### src/rtl/ifmt_pkg.sv
// shared constants, types and helpers for the integer field formatter
package ifmt_pkg;

    localparam int VALUE_BITS_DEF  = 32;
    localparam int MAX_FIELD_WIDTH = 32;

    // character counter width, holds the longest field (up to 32 characters)
    localparam int CNT_W   = 7;
    localparam int FIELD_W = 6;
    localparam int FUNC_W  = 2;

    localparam logic [FUNC_W-1:0] FUNC_SDEC = 2'd0;
    localparam logic [FUNC_W-1:0] FUNC_UDEC = 2'd1;
    localparam logic [FUNC_W-1:0] FUNC_OCT  = 2'd2;
    localparam logic [FUNC_W-1:0] FUNC_HEX  = 2'd3;

    localparam logic [7:0] CHAR_MINUS = 8'h2D;
    localparam logic [7:0] CHAR_ZERO  = 8'h30;
    localparam logic [7:0] CHAR_SPACE = 8'h20;
    localparam logic [7:0] CHAR_UPPER_A = 8'h41;

    typedef struct packed {
        logic              load;
        logic [FUNC_W-1:0] func;
        logic              dabble;
        logic              norm;
        logic              pop;
    } t_dig_ctrl;

    typedef struct packed {
        logic             neg;
        logic             zpad;
        logic             ladj;
        logic [CNT_W-1:0] width;
    } t_emit_cfg;

    function automatic logic [7:0] digit_char(input logic [3:0] d);
        logic [7:0] c;
        if (d < 4'd10) begin
            c = CHAR_ZERO + {4'd0, d};
        end else begin
            c = CHAR_UPPER_A + {4'd0, d} - 8'd10;
        end
        return c;
    endfunction

endpackage

### src/rtl/ifmt_if.sv
// valid/ready channel interfaces for conversion requests and output characters
interface ifmt_in_if #(
    parameter int VALUE_BITS = ifmt_pkg::VALUE_BITS_DEF
);
    logic                         valid;
    logic                         ready;
    logic [ifmt_pkg::FUNC_W-1:0]  func;
    logic [VALUE_BITS-1:0]        value;
    logic [ifmt_pkg::FIELD_W-1:0] field_width;
    logic                         zero_pad;
    logic                         left_adjust;

    modport source (
        output valid, func, value, field_width, zero_pad, left_adjust,
        input  ready
    );
    modport sink (
        input  valid, func, value, field_width, zero_pad, left_adjust,
        output ready
    );
endinterface

interface ifmt_out_if;
    logic       valid;
    logic       ready;
    logic [7:0] out_char;
    logic       last;

    modport source (output valid, out_char, last, input ready);
    modport sink (input valid, out_char, last, output ready);
endinterface

### src/rtl/ifmt_digit_unit.sv
// digit register: double-dabble step, octal/hex load, leading zero strip, digit pop
module ifmt_digit_unit #(
    parameter int VALUE_BITS = ifmt_pkg::VALUE_BITS_DEF
) (
    input  logic                       i_clk,
    input  ifmt_pkg::t_dig_ctrl        i_ctrl,
    input  logic [VALUE_BITS-1:0]      i_mag,
    output logic [3:0]                 o_top_digit,
    output logic [ifmt_pkg::CNT_W-1:0] o_ndig,
    output logic                       o_norm_done,
    input  logic                       i_rst_n
);
    import ifmt_pkg::*;

    localparam int NDIG = (VALUE_BITS + 2) / 3;
    localparam int DW   = NDIG * 4;
    localparam int OW   = NDIG * 3;
    localparam int CW   = $clog2(NDIG + 1);

    logic [DW-1:0]         r_bcd, n_bcd;
    logic [VALUE_BITS-1:0] r_bin, n_bin;
    logic [CW-1:0]         r_ndig, n_ndig;
    logic [DW-1:0]         w_oct;
    logic [OW-1:0]         w_oct_src;
    logic [DW-1:0]         w_adj;

    assign w_oct_src = OW'(i_mag);

    genvar g;
    generate
        for (g = 0; g < NDIG; g++) begin : g_digit
            assign w_oct[4*g +: 4] = {1'b0, w_oct_src[3*g +: 3]};
            // add 3 to every digit of 5 or more before the shift
            assign w_adj[4*g +: 4] = (r_bcd[4*g +: 4] >= 4'd5) ?
                                     r_bcd[4*g +: 4] + 4'd3 : r_bcd[4*g +: 4];
        end
    endgenerate

    assign o_top_digit = r_bcd[DW-1 -: 4];
    assign o_norm_done = (o_top_digit != 4'd0) || (r_ndig == CW'(1));
    assign o_ndig      = CNT_W'(r_ndig);

    always_comb begin
        n_bcd  = r_bcd;
        n_bin  = r_bin;
        n_ndig = r_ndig;
        if (i_ctrl.load) begin
            n_ndig = CW'(NDIG);
            n_bin  = i_mag;
            case (i_ctrl.func)
                FUNC_OCT: n_bcd = w_oct;
                FUNC_HEX: n_bcd = DW'(i_mag);
                default:  n_bcd = '0;
            endcase
        end else if (i_ctrl.dabble) begin
            n_bcd = {w_adj[DW-2:0], r_bin[VALUE_BITS-1]};
            n_bin = {r_bin[VALUE_BITS-2:0], 1'b0};
        end else if (i_ctrl.norm) begin
            if (!o_norm_done) begin
                n_bcd  = {r_bcd[DW-5:0], 4'd0};
                n_ndig = r_ndig - CW'(1);
            end
        end else if (i_ctrl.pop) begin
            n_bcd = {r_bcd[DW-5:0], 4'd0};
        end
    end

    always_ff @(posedge i_clk) begin
        r_bcd <= n_bcd;
        r_bin <= n_bin;
        if (!i_rst_n) begin
            r_ndig <= CW'(1);
        end else begin
            r_ndig <= n_ndig;
        end
    end

endmodule

### src/rtl/ifmt_emit.sv
// character sequencer: sign, padding and digits in field order into an output register
module ifmt_emit (
    input  logic                       i_clk,
    input  logic                       i_rst_n,
    input  logic                       i_start,
    input  ifmt_pkg::t_emit_cfg        i_cfg,
    input  logic [ifmt_pkg::CNT_W-1:0] i_ndig,
    input  logic [3:0]                 i_digit,
    output logic                       o_pop,
    output logic                       o_busy,
    ifmt_out_if.source                 o_out
);
    import ifmt_pkg::*;

    logic             r_active, n_active;
    logic             r_valid, n_valid;
    logic [7:0]       r_char, n_char;
    logic             r_last, n_last;
    logic             r_sign, n_sign;
    logic [CNT_W-1:0] r_pad, n_pad;
    logic [CNT_W-1:0] r_dig, n_dig;
    logic [CNT_W-1:0] r_rem, n_rem;
    logic [CNT_W-1:0] w_len;
    logic [CNT_W-1:0] w_padn;
    logic             w_fire;
    logic             w_pre_pad;
    logic [7:0]       w_padc;

    assign w_len     = i_ndig + CNT_W'(i_cfg.neg);
    assign w_padn    = (i_cfg.width > w_len) ? i_cfg.width - w_len : '0;
    assign w_fire    = r_active && (!r_valid || o_out.ready);
    // space padding right aligned goes ahead of the sign
    assign w_pre_pad = !i_cfg.ladj && !(i_cfg.neg && i_cfg.zpad);
    assign w_padc    = i_cfg.zpad ? CHAR_ZERO : CHAR_SPACE;

    always_comb begin
        n_active = r_active;
        n_valid  = r_valid;
        n_char   = r_char;
        n_last   = r_last;
        n_sign   = r_sign;
        n_pad    = r_pad;
        n_dig    = r_dig;
        n_rem    = r_rem;
        o_pop    = 1'b0;
        if (r_valid && o_out.ready) begin
            n_valid = 1'b0;
        end
        if (i_start) begin
            n_active = 1'b1;
            n_sign   = i_cfg.neg;
            n_pad    = w_padn;
            n_dig    = i_ndig;
            n_rem    = w_len + w_padn;
        end else if (w_fire) begin
            n_valid = 1'b1;
            n_last  = (r_rem == CNT_W'(1));
            n_rem   = r_rem - CNT_W'(1);
            if (r_rem == CNT_W'(1)) begin
                n_active = 1'b0;
            end
            if (r_sign && !(w_pre_pad && r_pad != '0)) begin
                n_char = CHAR_MINUS;
                n_sign = 1'b0;
            end else if (r_pad != '0 && !i_cfg.ladj) begin
                n_char = w_padc;
                n_pad  = r_pad - CNT_W'(1);
            end else if (r_dig != '0) begin
                n_char = digit_char(i_digit);
                n_dig  = r_dig - CNT_W'(1);
                o_pop  = 1'b1;
            end else begin
                n_char = w_padc;
                n_pad  = r_pad - CNT_W'(1);
            end
        end
    end

    always_ff @(posedge i_clk) begin
        r_char <= n_char;
        r_last <= n_last;
        r_sign <= n_sign;
        r_pad  <= n_pad;
        r_dig  <= n_dig;
        r_rem  <= n_rem;
        if (!i_rst_n) begin
            r_active <= 1'b0;
            r_valid  <= 1'b0;
        end else begin
            r_active <= n_active;
            r_valid  <= n_valid;
        end
    end

    assign o_busy         = r_active;
    assign o_out.valid    = r_valid;
    assign o_out.out_char = r_char;
    assign o_out.last     = r_last;

endmodule

### src/rtl/integer_field_formatter_top.sv
// integer field formatter: takes one conversion request, streams its ascii characters
// decimal kinds convert by double dabble over all VALUE_BITS bits, octal and hex load at once;
// leading zero digits are then stripped one per cycle (at most (VALUE_BITS+2)/3 - 1 of them)
// and characters leave one per cycle while the output is ready; one request at a time,
// ready only when idle
// the last character may wait in the output register while the next request is taken
// reset (synchronous, active low) clears the sequencer and the output valid
module integer_field_formatter_top #(
    parameter int VALUE_BITS = ifmt_pkg::VALUE_BITS_DEF
) (
    input  logic       i_clk,
    input  logic       i_rst_n,
    ifmt_in_if.sink    i_in,
    ifmt_out_if.source o_out
);
    import ifmt_pkg::*;

    localparam logic [1:0] ST_IDLE = 2'd0;
    localparam logic [1:0] ST_CONV = 2'd1;
    localparam logic [1:0] ST_NORM = 2'd2;
    localparam logic [1:0] ST_EMIT = 2'd3;

    localparam int BW = $clog2(VALUE_BITS);

    logic [1:0]            r_state, n_state;
    logic [BW-1:0]         r_cnt, n_cnt;
    t_emit_cfg             r_cfg, n_cfg;
    t_dig_ctrl             w_ctrl;
    logic                  w_accept;
    logic                  w_neg;
    logic [VALUE_BITS-1:0] w_mag;
    logic [CNT_W-1:0]      w_width;
    logic [3:0]            w_digit;
    logic [CNT_W-1:0]      w_ndig;
    logic                  w_norm_done;
    logic                  w_pop;
    logic                  w_busy;
    logic                  w_start;

    assign i_in.ready = (r_state == ST_IDLE);
    assign w_accept   = i_in.valid && i_in.ready;
    assign w_neg      = (i_in.func == FUNC_SDEC) && i_in.value[VALUE_BITS-1];
    assign w_mag      = w_neg ? (~i_in.value + VALUE_BITS'(1)) : i_in.value;
    assign w_width    = (CNT_W'(i_in.field_width) > CNT_W'(MAX_FIELD_WIDTH)) ?
                        CNT_W'(MAX_FIELD_WIDTH) : CNT_W'(i_in.field_width);
    assign w_start    = (r_state == ST_NORM) && w_norm_done;

    always_comb begin
        w_ctrl.load   = w_accept;
        w_ctrl.func   = i_in.func;
        w_ctrl.dabble = (r_state == ST_CONV);
        w_ctrl.norm   = (r_state == ST_NORM);
        w_ctrl.pop    = w_pop;
    end

    always_comb begin
        n_state = r_state;
        n_cnt   = r_cnt;
        n_cfg   = r_cfg;
        case (r_state)
            ST_IDLE: begin
                if (w_accept) begin
                    n_cfg.neg   = w_neg;
                    n_cfg.zpad  = i_in.zero_pad;
                    n_cfg.ladj  = i_in.left_adjust;
                    n_cfg.width = w_width;
                    n_cnt       = BW'(VALUE_BITS - 1);
                    if (i_in.func == FUNC_OCT || i_in.func == FUNC_HEX) begin
                        n_state = ST_NORM;
                    end else begin
                        n_state = ST_CONV;
                    end
                end
            end
            ST_CONV: begin
                n_cnt = r_cnt - BW'(1);
                if (r_cnt == '0) begin
                    n_state = ST_NORM;
                end
            end
            ST_NORM: begin
                if (w_norm_done) begin
                    n_state = ST_EMIT;
                end
            end
            ST_EMIT: begin
                if (!w_busy) begin
                    n_state = ST_IDLE;
                end
            end
            default: n_state = ST_IDLE;
        endcase
    end

    always_ff @(posedge i_clk) begin
        r_cnt <= n_cnt;
        r_cfg <= n_cfg;
        if (!i_rst_n) begin
            r_state <= ST_IDLE;
        end else begin
            r_state <= n_state;
        end
    end

    ifmt_digit_unit #(
        .VALUE_BITS (VALUE_BITS)
    ) u_digit (
        .i_clk       (i_clk),
        .i_ctrl      (w_ctrl),
        .i_mag       (w_mag),
        .o_top_digit (w_digit),
        .o_ndig      (w_ndig),
        .o_norm_done (w_norm_done),
        .i_rst_n     (i_rst_n)
    );

    ifmt_emit u_emit (
        .i_clk   (i_clk),
        .i_rst_n (i_rst_n),
        .i_start (w_start),
        .i_cfg   (r_cfg),
        .i_ndig  (w_ndig),
        .i_digit (w_digit),
        .o_pop   (w_pop),
        .o_busy  (w_busy),
        .o_out   (o_out)
    );

    // a new transaction is never taken while the emitter still has characters of the previous one to produce
    a_idle_not_busy: assert property (@(posedge i_clk) disable iff (!i_rst_n)
        (r_state == ST_IDLE) |-> !w_busy)
        else $error("request taken while emitter busy");

    a_accept_leaves_idle: assert property (@(posedge i_clk) disable iff (!i_rst_n)
        w_accept |=> (r_state != ST_IDLE))
        else $error("sequencer stayed idle after accepting a transaction");

    a_start_has_digit: assert property (@(posedge i_clk) disable iff (!i_rst_n)
        w_start |-> (w_ndig != '0))
        else $error("emitter started with no digits");

    a_pop_only_emit: assert property (@(posedge i_clk) disable iff (!i_rst_n)
        w_pop |-> (r_state == ST_EMIT))
        else $error("digit popped outside emit phase");

endmodule

### src/flat_wrapper.sv
// flat-port wrapper written by rule: the top's interface ports become plain ports
module integer_field_formatter_top_flat import ifmt_pkg::*;
#(
    parameter int VALUE_BITS = ifmt_pkg::VALUE_BITS_DEF
)
  (i_clk, i_rst_n, i_in_valid, i_in_func, i_in_value, i_in_field_width, i_in_zero_pad, i_in_left_adjust, i_in_ready, o_out_valid, o_out_out_char, o_out_last, o_out_ready);
  ifmt_in_if #(.VALUE_BITS(VALUE_BITS)) i_in_i ();
  ifmt_out_if o_out_i ();
  input  logic i_clk;
  input  logic i_rst_n;
  input wire logic [$bits(i_in_i.valid)-1:0] i_in_valid;
  input wire logic [$bits(i_in_i.func)-1:0] i_in_func;
  input wire logic [$bits(i_in_i.value)-1:0] i_in_value;
  input wire logic [$bits(i_in_i.field_width)-1:0] i_in_field_width;
  input wire logic [$bits(i_in_i.zero_pad)-1:0] i_in_zero_pad;
  input wire logic [$bits(i_in_i.left_adjust)-1:0] i_in_left_adjust;
  output wire logic [$bits(i_in_i.ready)-1:0] i_in_ready;
  output wire logic [$bits(o_out_i.valid)-1:0] o_out_valid;
  output wire logic [$bits(o_out_i.out_char)-1:0] o_out_out_char;
  output wire logic [$bits(o_out_i.last)-1:0] o_out_last;
  input wire logic [$bits(o_out_i.ready)-1:0] o_out_ready;
  assign i_in_i.valid = i_in_valid;
  assign i_in_i.func = i_in_func;
  assign i_in_i.value = i_in_value;
  assign i_in_i.field_width = i_in_field_width;
  assign i_in_i.zero_pad = i_in_zero_pad;
  assign i_in_i.left_adjust = i_in_left_adjust;
  assign i_in_ready = i_in_i.ready;
  assign o_out_valid = o_out_i.valid;
  assign o_out_out_char = o_out_i.out_char;
  assign o_out_last = o_out_i.last;
  assign o_out_i.ready = o_out_ready;
  integer_field_formatter_top #(.VALUE_BITS(VALUE_BITS)) u_core (.i_clk(i_clk), .i_rst_n(i_rst_n), .i_in(i_in_i), .o_out(o_out_i));
endmodule
### config.mk
export PLATFORM = sky130hd
export DESIGN_NAME = integer_field_formatter_top_flat
export DESIGN_NICKNAME = d
export VERILOG_FILES = /design/src/rtl/ifmt_pkg.sv /design/src/rtl/ifmt_if.sv /design/src/rtl/ifmt_digit_unit.sv /design/src/rtl/ifmt_emit.sv /design/src/rtl/integer_field_formatter_top.sv /design/src/flat_wrapper.sv
export SDC_FILE = /design/constraint.sdc
export NUM_CORES = 1
export LEC_CHECK = 0
export BUFFER_PORTS_ARGS = -buffer_cell sky130_fd_sc_hd__buf_2
export CELL_PAD_IN_SITES_DETAIL_PLACEMENT = 0
export CELL_PAD_IN_SITES_GLOBAL_PLACEMENT = 2
export CORE_MARGIN = 3
export CORE_UTILIZATION = 43
export DETAILED_ROUTE_END_ITERATION = 10
export HOLD_SLACK_MARGIN = 0.06
export PLACE_DENSITY_LB_ADDON = 0.1
export SLEW_MARGIN = 20
export SYNTH_ARGS = -nofsm -noshare
export SYNTH_HDL_FRONTEND = slang
export SYNTH_SLANG_ARGS = --single-unit
### constraint.sdc
create_clock -name i_clk -period 10.5 [get_ports i_clk]
set_input_delay 2.625 -clock i_clk [delete_from_list [all_inputs] [get_ports i_clk]]
set_output_delay 2.625 -clock i_clk [all_outputs]
set_load 0.03 [all_outputs]
==> flow_summary.ini, run 1 <==
[critical_path]
start_kind = input pin
r2r_start = u_core.r_cfg[9]
crit_chain = buf_2 -> buf_4 -> nor2_1 -> nand2_1 -> buf_4 -> clkinv_1 -> o41ai_1 -> xor2_1 -> o21ai_0
path_max_fanout = 25
critPathRequiredTime_ns = 10.64
cpMaxStageDelayCell = clkinv_1
slowest_delay_ns = 0.51
startpoint = i_in_func[0]
path_common_cell = buf_4
r2r_setup_slack_ns = 6.31
critPathKind = input pin to flip-flop
arrival_ns = 4.50
cp-end-kind = flip-flop

[cts]
cts_setup_buffers = 0
h-tree-depth = 4
clk_pin_slew_ns = 0.06
clk_latency_ns = 0.42
clk_path_buf_depth = 2
cts_hold_buf = 0
cts_num_sinks = 128
cts_tree = yes
cts_buffers = 17
cts_resized = 0
root_buffer = clkbuf_16

[power]
p_leak_uw = 0.003761
fin_total_pwr_uw = 3063
peakVddDrop_uv = 131.6
p_int_uw = 1842
comb_power_share_pct = 43.0
netSwitchingPower_uw = 1221
pwr-share-seq_pct = 36.5
p_clk_share_pct = 20.5
swShare_pct = 39.88
power.density_mw_per_mm2 = 310.4

[cells_and_area]
stdcell_area_sq_mm = 0.009868
syn2layout_area_growth_pct = 12.77
drive_gt1_share_pct = 12.42
insertedDiodeCount = 0
layout.nets = 1059
seqCellArea_sq_mm = 0.003734
multiInputGateArea_sq_mm = 0.004612
n_fill_cell = 1838

[synth]
yosys-top-cells-count = edfxtp_1 (117), nand2_1 (100), o21ai_0 (85)
yosysSeqAreaShare_pct = 42.67
syn_nets = 1019
synth_top_area_share_pct = 40.15
async_reset_ff_share_pct = 0
synth_cell_type_count = 72
synth_edf_count = 117
synth_area_sq_mm = 0.008751
yosysMostFrequentCell = edfxtp_1
ys.flop_type = edfxtp_1
syn_avg_cell_area_sq_um = 9.502
synthCells = 921
postSynthRegisterBits = 128
ys_top_cells_by_area = edfxtp_1 (40%), ha_1 (7.3%), mux2i_1 (5.4%)
synth_top_area_cell = edfxtp_1
yosys_warnings = 0

[floorplan]
row_count = 51
fp.dieW_um = 148.7
io_pins = 57
die_y_um = 148.7
die_area_sq_mm = 0.02210
initial_core_util_pct = 44.38
core_sq_mm = 0.01972

[route]
drc = 0
finalWirelength_um = 21210
vias = 6836
firstDrtPassIters = 5
wl_per_cell_um = 17.12
drt_iter0_markers = 410
antenna_left = 0
avgViaCountPerCell = 5.517

[sta]
fin_setup_tns_ns = 0
final_max_slew_viol_count = 0
slew_headroom_pct = 39.57
finalClockSkew_ns = 0.01079
rsz0062_at_grt = no
hold_viol_final = 0
fin_crit_sh_pct = 41.52
hold_ws_ns = 0.4996
min_period_ns = 4.360
finalSetupViolCount = 0
tightest_slew_ns = 0.8982
fmax_mhz = 229.4

[global_route]
grt.overflow.total = 0
grt_usage_pct = 19.44
grt_pass1_vias = 6793
antenna_found_initial = 0
grt_max_degree = 84
grt_first_pass_wirelength_um = 34600

[run]
drv_cap = 0

[hold_path]
min-delay-start = u_core.u_emit.r_dig[6]
hp-class = flip-flop to flip-flop

[place]
io_buffers = 55
gp_congestion = 0.8218
hpwl_um = 14870
placed_area_sq_mm = 0.009249

[status]
status = finished clean
registers in the layout, summed over array words and instances, names as in the netlist, 2 cells and up:
name / cells
u_core.u_emit.r_pad: 7
u_core.u_digit.r_bcd: 44
u_core.u_emit.o_out.out_char: 7
u_core.r_cfg: 9
u_core.r_state: 2
u_core.r_cnt: 5
u_core.u_digit.r_ndig: 4
u_core.u_emit.r_dig: 7
u_core.u_emit.r_rem: 7
u_core.u_digit.r_bin: 32
cell families (layout without fill, tap and decap cells):
kind of cell             Yosys count  in the layout  synth area share (%)
AND/OR/NAND/NOR                  281            281                 16.33
buffers and inverters            103            156                 4.690
AO/OA/AOI/OAI                    242            242                 16.50
XOR/XNOR                          61             61                 6.105
multiplexers                      53             53                 6.148
adder cells (fa/ha/maj)           52             52                 7.521
other                              1              1               0.04285
flip-flops                       128            128                 42.67
power groups by stage:
stage	logic [uW]	clock network, uW	registers [uW]
2_1_floorplan	1000	0	1080
3_3_place_gp	1280	0	1120
3_5_place_dp	1320	0	1130
4_1_cts	1320	641	1120
5_1_grt	1490	664	1150
6_report	1320	628	1120
path summary, 6_finish.rpt:
check / end / cells past startpoint
max: u_core.u_digit.r_bin[26] / 9
min: u_core.u_emit.r_dig[6] / 2
max reg2reg: u_core.u_emit.r_rem[6] / 15
min reg2reg: u_core.u_emit.r_dig[6] / 2
critical path, delay by kind of cell:
kind / cells / cell delay [ns]
buffers and inverters: 4 / 1.15
AOI/OAI and AO/OA: 2 / 0.36
xor gates and xnor gates: 1 / 0.18
and+or+nand+nor: 2 / 0.14
cells in the final DEF, fill, tap and decap left out, drive strengths merged, types with 3 or more instances in the layout:
cell type    n
edfxtp     117
nand2      100
o21ai       86
a21oi       70
buf         65
inv         59
nor2        52
ha          51
mux2i       47
xnor2       38
nand3       24
xor2        23
clkbuf      18
nand2b      17
o22ai       17
nor3        15
dfxtp       11
a31oi       10
nor2b       10
a211oi      10
nor4        10
nor3b        8
o41ai        8
o31ai        8
or4          7
and3         6
a211o        6
mux2         6
and2         6
or3          6
clkinv       6
nand4        5
a21o         4
a22oi        4
bufinv       4
clkinvlp     4
o211ai       3
or2          3
stage by stage:
stage / cells / setup slack [ns] / util (%)
2_1_floorplan: 921 / 5.831 / -
3_3_place_gp: 1207 / 5.732 / 46.91
3_5_place_dp: 1207 / 5.686 / 46.91
4_1_cts: 1239 / 6.146 / 50.05
5_1_grt: 1239 / 5.944 / 50.05
6_report: 1239 / 6.140 / 50.05
area by class of cell:
| type | instances | share of cell area [%] |
|---|---|---|
| timing repair buffer | 65 | 3.550 |
| inverter | 59 | 2.244 |
| clock buffer | 18 | 4.349 |
| multi-input combinational | 690 | 46.74 |
| sequential | 128 | 37.83 |
| tap | 265 | 3.360 |
| clock inverter | 14 | 1.927 |
routing by layer:
metal  vias up  global-route usage (%)  wire (um)
met5         -                       0          0
met4         0                   5.866        236
met3        18                   3.230        749
met2       128                   31.60       9867
met1      3246                   26.81      10350
li1       3444                       -          -
Note: power is estimated with default switching activity, not from simulation.
==> run 2: changes to the inputs <==
Settings changed: CORE_UTILIZATION 43 to 40.
Clock period 10.5 ns to 4.1 ns, I/O delays scaled along.
==> flow_summary.ini, run 2 (synthesis gave the netlist of run 1 again) <==
[status]
status = finished clean

[cells_and_area]
layout.nets = 1061
n_fill_cell = 2010
multiInputGateArea_sq_mm = 0.004669
syn2layout_area_growth_pct = 13.68
final_common_cell = edfxtp_1
insertedDiodeCount = 0
largest_reg_flops = 44
stdcell_area_sq_mm = 0.009948
stdcell_count = 1251
reg.largest.list = u_core.u_digit.r_bcd: 44 flops, u_core.u_digit.r_bin: 32 flops, u_core.r_cfg: 9 flops
drive_gt1_share_pct = 13.83
final_cell_mix = edfxtp_1 (117), nand2_1 (99), o21ai_0 (85), a21oi_1 (68), inv_1 (57)
regMostFlops = u_core.u_digit.r_bcd
seqCellArea_sq_mm = 0.003734

[place]
io_buffers = 55
dp.cells = 1219
gp_congestion = 0.8082
hpwl_um = 15980
placed_area_sq_mm = 0.009278

[sta]
final_max_slew_viol_count = 0
min_period_ns = 3.797
finalSetupViolCount = 0
hold_viol_final = 0
fin_setup_tns_ns = 0
finalClockSkew_ns = 0.01060
tightest_slew_ns = 0.8520
slew_headroom_pct = 43.20
rsz0062_at_grt = no
fmax_mhz = 263.4
fin_crit_sh_pct = 92.62

[floorplan]
io_pins = 57
initial_core_util_pct = 41.11
die_y_um = 153.9
die_area_sq_mm = 0.02369
fp.dieW_um = 153.9
row_count = 53
core_sq_mm = 0.02129

[global_route]
grt_max_degree = 84
grt_pass1_vias = 7094
grt_usage_pct = 19.29
grt_first_pass_wirelength_um = 36770
grt.overflow.total = 0
antenna_found_initial = 0

[route]
vias = 6939
wl_per_cell_um = 18.18
firstDrtPassIters = 5
antenna_left = 0
drc = 0
drt_iter0_markers = 410
finalWirelength_um = 22740
avgViaCountPerCell = 5.547

[critical_path]
start_kind = flip-flop
critPathKind = flip-flop to flip-flop
cp-end-kind = flip-flop
critPathRequiredTime_ns = 4.24
arrival_ns = 3.93
path_max_fanout = 7

[cts]
cts_tree = yes
clk_path_buf_depth = 2
cts_setup_buffers = 0
clk_pin_slew_ns = 0.06
clk_latency_ns = 0.43
cts_num_sinks = 128
cts_buffers = 17
h-tree-depth = 4
root_buffer = clkbuf_16

[power]
p_leak_uw = 0.003786
peakVddDrop_uv = 292.5
power.density_mw_per_mm2 = 794.4

[hold_path]
hp-class = flip-flop to flip-flop

[run]
drv_cap = 0
-- run 2: cell type report --
type,count,area share [%]
Multi-Input combinational cell,690,46.94
Sequential cell,128,37.53
Clock buffer,19,4.553
Timing Repair Buffer,67,3.672
Tap cell,275,3.459
Inverter,59,2.226
Clock inverter,13,1.622
-- run 2: critical path, stage by stage (launching register included) --
cell and delay [ns]:
edfxtp_1 0.42, ha_1 0.21, ha_1 0.23, xor2_2 0.17
inv_1 0.06, ha_1 0.38, and4_1 0.25, a22oi_2 0.27
a21oi_1 0.13, ha_1 0.26, fa_1 0.42, a21o_1 0.20
a21oi_2 0.17, nor2b_1 0.06, o21ai_0 0.16, a22oi_1 0.10
-- run 2: final timing paths --
| path | startpoint | to | slack, ns | cells after the start |
|---|---|---|---|---|
| max | u_core.r_cfg[9] | u_core.u_emit.r_rem[6] | 0.30 | 15 |
| min | u_core.u_emit.r_dig[6] | u_core.u_emit.r_dig[6] | 0.50 | 2 |
| max reg2reg | u_core.r_cfg[9] | u_core.u_emit.r_rem[6] | 0.30 | 15 |
| min reg2reg | u_core.u_emit.r_dig[6] | u_core.u_emit.r_dig[6] | 0.50 | 2 |
-- run 2: layer usage --
metal | vias to the layer above | track usage (%) | part of all wire [%]
li1 | 3443 | - | -
met1 | 3327 | 25.25 | 46
met2 | 137 | 32.53 | 48
met3 | 32 | 3.349 | 3.6
met4 | 0 | 6.350 | 1.8
met5 | - | 0 | 0
-- run 2: repair_timing --
action                                  CTS  global route
hold buffers                              0             0
resized for setup                         0             9
endpoints found under the setup margin    0             3
-- run 2: per-stage QoR --
step                worst slack [ns]  power, uW  util [%]  hold WS, ns
floorplan                     0.5301       5335         -       0.4423
global placement              0.2311       6203     43.58       0.4609
detailed placement           0.06165       6310     43.58       0.4714
CTS                          0.05932       7929     46.47       0.5030
global route                 0.04202       8528     46.73       0.5265
finish                        0.3028       7903     46.73       0.5000
-- run 2: where the power goes --
part	switching (uW)	internal, uW	leakage [uW]
Sequential	482	2380	0.00122
Combinational	2110	1340	0.00228
Clock	601	988	0.000291
Total	3190	4710	0.00379
==> run 3: changes to the inputs <==
Settings changed: CORE_UTILIZATION 40 to 43, SETUP_SLACK_MARGIN from default to 0.5.
Clock period 4.1 ns to 4.63 ns, I/O delays scaled along.
==> flow_summary.ini, run 3 (synthesis gave the netlist of run 1 again) <==
[route]
vias = 6905
finalWirelength_um = 21290
m1WireLength_um = 9675
drc = 0
antenna_left = 0
wl_per_cell_um = 17.19
wl_met3_um = 1225
wl_met2_um = 9935
drt_iter0_markers = 473
top_layer_used = met4
firstDrtPassIters = 5
avgViaCountPerCell = 5.578

[cts]
root_buffer = clkbuf_16
cts_num_sinks = 128
clk_pin_slew_ns = 0.06
cts_tree = yes
h-tree-depth = 4
cts_buffers = 17
clk_latency_ns = 0.42
cts_setup_buffers = 0
clk_path_buf_depth = 2

[sta]
hold_viol_final = 0
fmax_mhz = 260.2
slew_headroom_pct = 33.71
rsz0062_at_grt = no
fin_setup_tns_ns = 0
final_max_slew_viol_count = 0
tightest_slew_ns = 0.9853
finalClockSkew_ns = 0.01249
fin_crit_sh_pct = 82.99
min_period_ns = 3.843
finalSetupViolCount = 0

[cells_and_area]
seqCellArea_sq_mm = 0.003735
n_fill_cell = 1818
largest_reg_flops = 44
final_common_cell = edfxtp_1
final_cell_mix = edfxtp_1 (117), nand2_1 (99), o21ai_0 (85), a21oi_1 (68), inv_1 (57)
multiInputGateArea_sq_mm = 0.004643
syn2layout_area_growth_pct = 12.12
reg.largest.list = u_core.u_digit.r_bcd: 44 flops, u_core.u_digit.r_bin: 32 flops, u_core.r_cfg: 9 flops
stdcell_area_sq_mm = 0.009812
regMostFlops = u_core.u_digit.r_bcd
drive_gt1_share_pct = 12.64
insertedDiodeCount = 0
fin_util_pct = 49.76
layout.nets = 1058

[critical_path]
worstRegToRegCells = 15
start_kind = flip-flop
r2r-end = u_core.u_emit.r_rem[6]
arrival_ns = 3.98
worstSetupEndpoint = u_core.u_emit.r_rem[6]
critPathRequiredTime_ns = 4.77
path_max_fanout = 7
startpoint = u_core.r_cfg[9]
critPathKind = flip-flop to flip-flop
r2r_start = u_core.r_cfg[9]
r2r_setup_slack_ns = 0.79
cp-end-kind = flip-flop

[power]
p_clk_share_pct = 18.4
p_leak_uw = 0.003734
p_int_uw = 4039
netSwitchingPower_uw = 2709
pwr-share-seq_pct = 37.4
peakVddDrop_uv = 342.5
power.density_mw_per_mm2 = 687.8
swShare_pct = 40.14
comb_power_share_pct = 44.2

[floorplan]
io_pins = 57
die_y_um = 148.7
fp.dieW_um = 148.7
initial_core_util_pct = 44.38
row_count = 51
die_area_sq_mm = 0.02210
core_sq_mm = 0.01972

[global_route]
grt_max_degree = 84
antenna_found_initial = 0
grt_usage_pct = 19.48
grt_pass1_vias = 6864
grt.overflow.total = 0
grt_first_pass_wirelength_um = 34680

[hold_path]
hp-class = flip-flop to flip-flop

[run]
drv_cap = 0

[place]
placed_area_sq_mm = 0.009241
io_buffers = 55
hpwl_um = 14920
gp_congestion = 0.8566

[status]
status = finished clean
[run 3: cell types whose count changed in the layout (fill, tap and decap cells not counted), sizes merged]
cell	previous run	this run
buf	67	64
inv	59	58
clkinvlp	4	1
clkbuf	19	25
bufinv	3	1
[run 3: worst min-delay path by stage]
stage,depth (start not counted),to,start
floorplan,2,u_core.u_emit.r_dig[6],u_core.u_emit.r_dig[6]
global placement,2,u_core.u_emit.r_dig[6],u_core.u_emit.r_dig[6]
detailed placement,2,u_core.u_emit.r_dig[6],u_core.u_emit.r_dig[6]
CTS,2,u_core.u_emit.r_dig[6],u_core.u_emit.r_dig[6]
global route,2,u_core.u_emit.r_dig[6],u_core.u_emit.r_dig[6]
finish,2,u_core.u_emit.r_dig[6],u_core.u_emit.r_dig[6]
[run 3: repair_timing]
| item | CTS | global route |
|---|---|---|
| hold buffers | 0 | 0 |
| gates resized for setup | 0 | 7 |
| endpoints found under the setup margin | 0 | 3 |
[run 3: worst max-delay path, cell delays in order, from the launching register on]
cell      delay (ns)
edfxtp_1        0.44
ha_1            0.23
ha_1            0.24
xor2_2          0.18
inv_1           0.07
ha_1            0.38
and4_1          0.26
a22oi_2         0.24
a21oi_1         0.14
ha_1            0.25
fa_1            0.42
a21o_1          0.21
a21oi_2         0.17
nor2b_1         0.06
o21ai_0         0.16
a22oi_1         0.11
[run 3: cell type report]
| cell class | instances | area share (%) |
|---|---|---|
| Timing Repair Buffer | 64 | 3.494 |
| Tap cell | 265 | 3.379 |
| Multi-Input combinational cell | 690 | 47.32 |
| Clock buffer | 25 | 4.846 |
| Inverter | 59 | 2.257 |
| Sequential cell | 128 | 38.06 |
| Clock inverter | 7 | 0.6376 |
[run 3: stage by stage]
| stage | power [uW] | setup WS [ns] | hold WS [ns] | instances |
|---|---|---|---|---|
| 2_1_floorplan | 4725 | 1.060 | 0.4423 | 921 |
| 3_3_place_gp | 5417 | 0.7605 | 0.4644 | 1206 |
| 3_5_place_dp | 5503 | 0.5876 | 0.4730 | 1206 |
| 4_1_cts | 6778 | 0.5581 | 0.4851 | 1238 |
| 5_1_grt | 7316 | 0.5298 | 0.5214 | 1238 |
| 6_report | 6748 | 0.7875 | 0.4867 | 1238 |
[run 3: power by group through the flow]
stage | registers [uW] | clock network (uW) | logic [uW]
global placement | 2520 | 0 | 2900
detailed placement | 2540 | 0 | 2960
global route | 2600 | 1320 | 3390
finish | 2530 | 1240 | 2980
floorplan | 2460 | 0 | 2270
CTS | 2520 | 1270 | 2980
[run 3: metal layers]
layer | up-vias | track usage, %
met3 | 29 | 3.961
met4 | 0 | 6.790
met5 | - | 0
met1 | 3255 | 26.17
met2 | 183 | 31.46
li1 | 3438 | -
